`src/rtl/hdwt_pkg.sv`:
```
// Shared constants and types for the one-level 2D Haar transform core.
// No dependencies; every other file depends on this package.
`timescale 1ns / 1ps

package hdwt_pkg;

	localparam int COORD_BITS     = 11;
	localparam int CFG_INDEX_BITS = 4;
	localparam int CFG_DATA_BITS  = 11;

	localparam logic [CFG_INDEX_BITS-1:0] CFG_DIRECTION  = 4'd0;
	localparam logic [CFG_INDEX_BITS-1:0] CFG_HALF_WIDTH = 4'd1;

	localparam logic [COORD_BITS-1:0] HALF_WIDTH_RESET = 11'd256;

	localparam logic [1:0] QUAD_FIRST = 2'd0;
	localparam logic [1:0] QUAD_LAST  = 2'd3;

	typedef enum logic {
		DIR_FORWARD = 1'b0,
		DIR_INVERSE = 1'b1
	} dir_mode_t;

	// Block coordinates as handed from the front end to the emitter.
	typedef struct packed {
		dir_mode_t             mode;
		logic [COORD_BITS-1:0] row_base;
		logic [COORD_BITS-1:0] col_base;
	} blk_ctl_t;

endpackage

```
`src/rtl/hdwt_if.sv`:
```


interface hdwt_out_if #(parameter int SAMPLE_BITS = 18);
	logic                                 valid;
	logic                                 ready;
	logic signed [SAMPLE_BITS:0]          result_value;
	logic [1:0]                           quadrant;
	logic [hdwt_pkg::COORD_BITS-1:0]      out_row;
	logic [hdwt_pkg::COORD_BITS-1:0]      out_col;
	logic                                 block_last;

	modport source (output valid, output result_value, output quadrant, output out_row,
		output out_col, output block_last, input ready);
	modport sink   (input valid, input result_value, input quadrant, input out_row,
		input out_col, input block_last, output ready);
endinterface


```
`src/rtl/hdwt_emit.sv`:
```
// Emitter: forms the four half sums of a block and sends them as four result beats.
// Depends on hdwt_pkg and hdwt_out_if.
`timescale 1ns / 1ps

module hdwt_emit #(
	parameter int SAMPLE_BITS = 18
) (
	input  logic                          clk,
	input  logic                          arst_n,
	input  logic                          blk_valid,
	output logic                          blk_ready,
	input  logic signed [SAMPLE_BITS-1:0] blk_a,
	input  logic signed [SAMPLE_BITS-1:0] blk_b,
	input  logic signed [SAMPLE_BITS-1:0] blk_c,
	input  logic signed [SAMPLE_BITS-1:0] blk_d,
	input  hdwt_pkg::blk_ctl_t            blk_ctl,
	hdwt_out_if.source                    results
);
	import hdwt_pkg::*;

	localparam int SW = SAMPLE_BITS + 2;

	logic                   busy_q;
	logic [1:0]             idx_q;
	logic [SAMPLE_BITS:0]   vals_q [4];
	blk_ctl_t               ctl_q;
	logic                   load;
	logic                   beat_done;
	logic                   on_last;

	logic signed [SW-1:0] ea, eb, ec, ed;
	logic signed [SW-1:0] s_ll, s_lh, s_hl, s_hh;

	assign on_last   = idx_q == QUAD_LAST;
	assign beat_done = busy_q && results.ready;
	assign blk_ready = !busy_q || (on_last && results.ready);
	assign load      = blk_valid && blk_ready;

	assign ea = SW'(blk_a);
	assign eb = SW'(blk_b);
	assign ec = SW'(blk_c);
	assign ed = SW'(blk_d);

	assign s_ll = ea + eb + ec + ed;
	assign s_lh = ea + eb - ec - ed;
	assign s_hl = ea - eb + ec - ed;
	assign s_hh = ea - eb - ec + ed;

	always_ff @(posedge clk or negedge arst_n) begin
		if (!arst_n) begin
			busy_q <= 1'b0;
			idx_q  <= QUAD_FIRST;
		end else if (load) begin
			busy_q <= 1'b1;
			idx_q  <= QUAD_FIRST;
		end else if (beat_done) begin
			if (on_last) begin
				busy_q <= 1'b0;
			end
			idx_q <= idx_q + 2'd1;
		end
	end

	always_ff @(posedge clk) begin
		if (load) begin
			ctl_q     <= blk_ctl;
			vals_q[0] <= s_ll[SW-1:1];
			vals_q[3] <= s_hh[SW-1:1];
			if (blk_ctl.mode == DIR_FORWARD) begin
				vals_q[1] <= s_lh[SW-1:1];
				vals_q[2] <= s_hl[SW-1:1];
			end else begin
				vals_q[1] <= s_hl[SW-1:1];
				vals_q[2] <= s_lh[SW-1:1];
			end
		end
	end

	assign results.valid        = busy_q;
	assign results.result_value = vals_q[idx_q];
	assign results.quadrant     = idx_q;
	assign results.block_last   = on_last;
	assign results.out_row      = ctl_q.row_base
		+ COORD_BITS'((ctl_q.mode == DIR_INVERSE) && idx_q[1]);
	assign results.out_col      = ctl_q.col_base
		+ COORD_BITS'((ctl_q.mode == DIR_INVERSE) && idx_q[0]);

	a_load_on_last: assert property (@(posedge clk) disable iff (!arst_n)
		(load && busy_q) |-> (on_last && results.ready))
		else $error("block loaded over a block still being sent");

	a_idx_advance: assert property (@(posedge clk) disable iff (!arst_n)
		(beat_done && !on_last) |=> (busy_q && idx_q == 2'($past(idx_q) + 2'd1)))
		else $error("beat index did not advance");

	a_idle_after_last: assert property (@(posedge clk) disable iff (!arst_n)
		(beat_done && on_last && !load) |=> !busy_q)
		else $error("emitter stayed busy after the last beat");

endmodule

```
`src/flat_wrapper.sv`:
```
// flat-port wrapper written by rule: the top's interface ports become plain ports
module hdwt_emit_flat import hdwt_pkg::*;
#(
	parameter int SAMPLE_BITS = 18
)
  (clk, arst_n, blk_valid, blk_ready, blk_a, blk_b, blk_c, blk_d, blk_ctl, results_valid, results_result_value, results_quadrant, results_out_row, results_out_col, results_block_last, results_ready);
  hdwt_out_if #(.SAMPLE_BITS(SAMPLE_BITS)) results_i ();
  input  logic clk;
  input  logic arst_n;
  input  logic blk_valid;
  output logic blk_ready;
  input  logic signed [SAMPLE_BITS-1:0] blk_a;
  input  logic signed [SAMPLE_BITS-1:0] blk_b;
  input  logic signed [SAMPLE_BITS-1:0] blk_c;
  input  logic signed [SAMPLE_BITS-1:0] blk_d;
  input  hdwt_pkg::blk_ctl_t blk_ctl;
  output wire logic [$bits(results_i.valid)-1:0] results_valid;
  output wire logic [$bits(results_i.result_value)-1:0] results_result_value;
  output wire logic [$bits(results_i.quadrant)-1:0] results_quadrant;
  output wire logic [$bits(results_i.out_row)-1:0] results_out_row;
  output wire logic [$bits(results_i.out_col)-1:0] results_out_col;
  output wire logic [$bits(results_i.block_last)-1:0] results_block_last;
  input wire logic [$bits(results_i.ready)-1:0] results_ready;
  assign results_valid = results_i.valid;
  assign results_result_value = results_i.result_value;
  assign results_quadrant = results_i.quadrant;
  assign results_out_row = results_i.out_row;
  assign results_out_col = results_i.out_col;
  assign results_block_last = results_i.block_last;
  assign results_i.ready = results_ready;
  hdwt_emit #(.SAMPLE_BITS(SAMPLE_BITS)) u_core (.clk(clk), .arst_n(arst_n), .blk_valid(blk_valid), .blk_ready(blk_ready), .blk_a(blk_a), .blk_b(blk_b), .blk_c(blk_c), .blk_d(blk_d), .blk_ctl(blk_ctl), .results(results_i));
endmodule
```
`config.mk`:
```
export PLATFORM = sky130hd
export DESIGN_NAME = hdwt_emit_flat
export DESIGN_NICKNAME = d
export VERILOG_FILES = /design/src/rtl/hdwt_pkg.sv /design/src/rtl/hdwt_if.sv /design/src/rtl/hdwt_emit.sv /design/src/flat_wrapper.sv
export SDC_FILE = /design/constraint.sdc
export NUM_CORES = 1
export LEC_CHECK = 0
export ABC_CLOCK_PERIOD_IN_PS = 4120
export BUFFER_PORTS_ARGS = -buffer_cell sky130_fd_sc_hd__buf_4
export CAP_MARGIN = 25
export CORE_ASPECT_RATIO = 0.7
export CORE_MARGIN = 3
export CORE_UTILIZATION = 60
export DETAILED_ROUTE_END_ITERATION = 7
export GPL_TIMING_DRIVEN = 0
export MAX_ROUTING_LAYER = met4
export PLACE_DENSITY = 0.79
export SLEW_MARGIN = 20
export SYNTH_ARGS = -nofsm -noshare
export SYNTH_HDL_FRONTEND = slang
export SYNTH_SLANG_ARGS = --single-unit
```
`constraint.sdc`:
```
create_clock -name clk -period 4.12 [get_ports clk]
set_input_delay 0.206 -clock clk [delete_from_list [all_inputs] [get_ports clk]]
set_output_delay 0.206 -clock clk [all_outputs]
set_load 0.02 [all_outputs]
```
After elaboration in Yosys (flattened, before gate mapping)
Memories as Yosys holds them, arrays and structs flattened.
Index checks and enable logic that the tools add are counted.
Widths: inputs -> output; s select.
{ "classes": {"n_addsub": 13, "n_shift": 0, "bitwise_logic": 2, "mul": 0, "n_reduce_logical": 10, "order_cmp": 0, "muxes": 15, "div": 0, "eq_ne": 1} }
{ "ops": {"columns": ["operator", "n"], "rows": [
  ["$add 19x18->20", 2],
  ["$add 20x18->20", 2],
  ["$sub 19x18->20", 2],
  ["$sub 20x18->20", 2],
  ["$mux 19", 2],
  ["$add 11x1->11", 2],
  ["$add 18x18->19", 1],
  ["$sub 18x18->19", 1],
  ["$mux 1", 11],
  ["$logic_and 1x1->1", 5],
  ["$mux 2", 2],
  ["$reduce_bool 2->1", 2],
  ["$add 2x1->2 const B", 1],
  ["$eq 2x2->1 const B", 1],
  ["$or 1x1->1", 2],
  ["$reduce_and 2->1", 1],
  ["$logic_not 1->1", 1],
  ["$logic_or 1x1->1", 1]
]} }
{ "word_totals": {"output_inout_bits": 46, "ff_bits": 26, "inputBits": 99, "memories": 1, "elab_cells": 47, "ramBits": 76, "mem_bits_ro": 0, "latchBits": 0} }
{ "memory_table": {"columns": ["name", "words", "width", "rd", "rd_clocked_by_memory_dff", "write_ports", "line_no", "text"], "rows": [
  ["u_core.vals_q", 4, 19, 1, 0, 4, "hdwt_emit.sv:25", "logic [SAMPLE_BITS:0] vals_q [4];"]
]} }

Longest topological paths before layout
{ "depth": {"ltp_word": 7, "ltp_mapped": 22, "ltp_nobuf": 21} }

Worst setup path after synthesis
No wires, ideal clock.
{ "synth_timing": {"path_type": "input to register", "from": "input blk_a[0]", "to": "memory u_core.vals_q[2][18] in the netlist's numbering, data pin", "slack_ns": -0.125, "setup_ns": 0.273, "n_path_buf": 1, "arrival_time_ns": 3.973, "stages": 22, "required_time_ns": 3.847, "path_cell_list": "inv_1 > ha_1 > inv_1 > fa_1 > a21o_1 > a21oi_1 > o21ai_0 > a21oi_1 > o21bai_1 > a21oi_1 > xor2_1 > fa_1 > inv_1 > ha_1 > clkbuf_1 > a21o_1 > a22o_1 > a21oi_1 > o21ai_0 > o22ai_1 > xnor2_1 > o21ai_0"} }
{ "synth_rtl": {"columns": ["element", "line_no", "text"], "rows": [
  ["from (decl)", "flat_wrapper.sv:12", "input logic signed [SAMPLE_BITS-1:0] blk_a;"],
  ["to (decl)", "hdwt_emit.sv:25", null]
]} }

==> metrics.md <==
| Metric | Value |
|---|---|
| Largest family of logic cells by synthesized area | adder cells |
| DRC Markers | 0 |
| CTS tree | yes |
| Ranking of synthesized cells by area | edfxtp_1 (25%), fa_1 (13%), ha_1 (12%), inv_1 (6.3%), xnor2_1 (6.2%) |
| Post-DP HPWL | 25,510 µm |
| Syn_nets | 1,540 |
| Worst VDD drop | 0.2481 mV |
| P_leak | 0.006444 µW |
| Vias per cell | 5.950 |
| Clk slew on worst S/H paths | 70 ps |
| Clk buf depth | 2 |
| Initial Utilization | 61.84% |
| GRT Total Usage | 29.87% |
| CP Class | primary input to flop |
| Routed wire per std cell | 19.25 µm |
| Drt pass-1 iters | 5 |
| Startpoint types | primary input |
| Worst setup margin | 0.5915 ps |
| R2R Setup Slk | 1200 ps |
| Global-route wire length before repair | 48,610 µm |
| Die Width | 173.6 µm |
| Slew Viols, Final | 0 |
| Total Routed Length | 32,920 µm |
| Initial antenna violation count | 0 |
| Clock Tree Root | clkbuf_16 |
| Setup WS pre-CTS | -860.8 ps |
| Max-slew headroom | 48.34% |
| Min-Delay Startpoint | blk_ctl[16] |
| Post-synthesis sequential area ratio | 25.84% |
| Final setup vio count | 0 |
| Yosys top cell by area | edfxtp_1 |
| Worst EP required | 4230 ps |
| Gr ovfl total | 0 |
| Syn avg cell area | 9.460 µm² |
| Main synth FF type | edfxtp_1 |
| Post-synth EDFFs | 99 |
| Yosys cell types | 72 |
| Clk_skew | 3.870 ps |
| Post-synth top cells | inv_1 (197), ha_1 (117), edfxtp_1 (99) |
| Tightest Hold Check Type | primary input to flop |
| Critical Path End Type | flop |
| IO Port Bufs | 144 |
| Worst-margin pin slew | 774.9 ps |
| Worst r2r src | u_core.results.quadrant[0] |
| Clock net sink count | 102 |
| Largest net degree at the start of global routing | 34 |
| Post-synthesis mux area share | 4.688% |
| Max cap viols | 0 |
| Clk_lat worst skew | 340 ps |
| Multi-input combinational cell area | 0.008990 mm² |
| XOR/XNOR Fraction of Synth Area | 8.538% |
| Compound-cell area share of the yosys netlist | 16.64% |
| Minimum clock period | 4119 ps |
| Num ports | 145 |
| Netlist Area Pre-Place | 0.01180 mm² |
| Endpoints failing hold | 0 |
| Synth warn | 0 |
| Num CTS Buffers | 9 |
| DIE AREA | 0.02141 mm² |
| DR iter-0 viols | 1,158 |
| Crit-path max FO | 4 |
| Fmax achieved | 242.8 MHz |
| Core ar. | 0.01908 mm² |
| Share of cells above drive strength 1 | 28.28% |
| Cell Chain, Critical Path | buf_4 > inv_4 > ha_4 > inv_2 > fa_2 > a21o_1 > a21oi_2 > o21ai_2 > buf_4 > a21oi_4 > o31ai_4 > a31oi_2 > xnor2_2 > fa_1 > inv_1 > ha_2 > a21oi_2 > maj3_2 > nand2_1 > o211ai_1 > a311oi_2 |
| CP startpoint | blk_a[0] |
| Status | finished, final reports clean |
| Via count | 10,175 |
| Fill count | 1,197 |
| CP peak stage delay | 490 ps |
| RSZ-0062 raised after global routing | true |
| PD cells | 583.3 mW/mm² |
| GPL Wtd Cong | 0.9881 |
| #FFs+latches synth | 102 |
| Top-count cell post-synth | inv_1 |
| Simple-gate share of the synthesized area | 11.31% |
| Final nets | 1,734 |
| Depth of the CTS H-tree | 3 |
| Adder-Cell Fraction of Synth Area | 25.73% |
| TNS Setup | 0 ps |
| Post-Synthesis Cells | 1,247 |
| Area delta synth->final | 26.78% |
| # rows | 42 |
| Top-area cell type share of the netlist area | 25.20% |
| Final ANT Viol Nets | 0 |
| Asr flop ratio synth | 2.941% |
| Sequential cell area | 0.003048 mm² |
| Antenna diode count | 0 |
| Max stage delay cell, worst path | fa_1 |
| Vias in the first global route | 9,189 |
| Final Cycle Share | 99.99% |
| Critical Path AT | 4230 ps |
| Die Ht | 123.3 µm |
[per-layer routing]
metal	track usage, %	routed length, µm	vias up
met5	-	0	-
met4	4.317	414	0
met3	4.174	3217	36
met2	41.69	13770	521
met1	47.23	15520	4895
li1	-	-	4723
[cell usage in the layout (no fill, tap or decap), types with 22 or more instances in the layout]
cell / netlist / routed
o21ai_0: 63 / 43
ha_1: 117 / 81
a21oi_2: 0 / 22
fa_1: 77 / 73
ha_4: 0 / 26
nor2_1: 55 / 51
a21o_1: 29 / 29
nand2_1: 88 / 86
buf_4: 0 / 187
xnor2_1: 83 / 66
edfxtp_1: 99 / 99
xor2_1: 32 / 27
inv_1: 197 / 179
a21oi_1: 89 / 64
[sequential cells by signal, summed over array words and instances (netlist names)]
signal / flops
u_core.ctl_q: 23
u_core.results.quadrant: 2
u_core.results.valid: 1
u_core.vals_q: 76
[final cells by class]
| class | count | area share [%] |
|---|---|---|
| Inverter | 198 | 5.020 |
| Buffer | 18 | 0.5354 |
| Timing Repair Buffer | 192 | 9.956 |
| Multi-Input combinational cell | 920 | 60.11 |
| Tap cell | 264 | 2.209 |
| Clock inverter | 6 | 0.2593 |
| Clock buffer | 10 | 1.531 |
| Sequential cell | 102 | 20.38 |
[worst paths after layout]
| kind | cells after the start | end |
|---|---|---|
| worst min-delay path | 1 | u_core.ctl_q[16] |
| max in group asynchronous | 2 | u_core.results.quadrant[0] |
| min in group asynchronous | 2 | u_core.results.quadrant[1] |
| worst max register to register | 9 | u_core.vals_q[2][11] |
| worst max-delay path | 21 | u_core.vals_q[3][18] |
| worst min register to register | 2 | u_core.results.quadrant[0] |
[what timing repair did]
action	in CTS	in global routing
setup endpoints to repair	28	34
gates resized for setup	86	154
pin swaps	32	76
hold buffers	1	0
hold endpoints to repair	3	0
buffers inserted	22	23
[metrics by stage]
step / instances / hold WS (ps) / instance area, µm² / utilization (%) / power, µW
6_report: 1710 / 37.96 / 14960 / 78.40 / 8724
5_1_grt: 1710 / 20.54 / 14960 / 78.40 / 9221
4_1_cts: 1688 / 30.64 / 14100 / 73.90 / 7921
3_5_place_dp: 1657 / -1.151 / 13260 / 69.53 / 6830
3_3_place_gp: 1655 / -2.689 / 13220 / 69.30 / 6690
2_1_floorplan: 1247 / -89.59 / 11810 / - / 5265
[worst max-delay path: cells and delay by family]
kind | cells | cell delay [ps]
adder cells (fa/ha/maj) | 5 | 1730
AO/OA/AOI/OAI | 9 | 1580
buffers and inverters | 5 | 490
XOR/XNOR | 1 | 120
AND/OR/NAND/NOR | 1 | 90
[logic make-up after synthesis]
logic type | after synthesis
AO/OA/AOI/OAI | 301
AND/OR/NAND/NOR | 276
buffers and inverters | 225
adder cells (fa/ha/maj) | 197
XOR/XNOR | 115
flip-flops | 102
multiplexers | 31
[where the power goes]
group | internal, µW | switching (µW) | leakage [µW]
Clock | 407 | 351 | 0.000131
Combinational | 2670 | 3680 | 0.00538
Sequential | 1550 | 67.9 | 0.000933
Power figures use the tool's default switching activity.
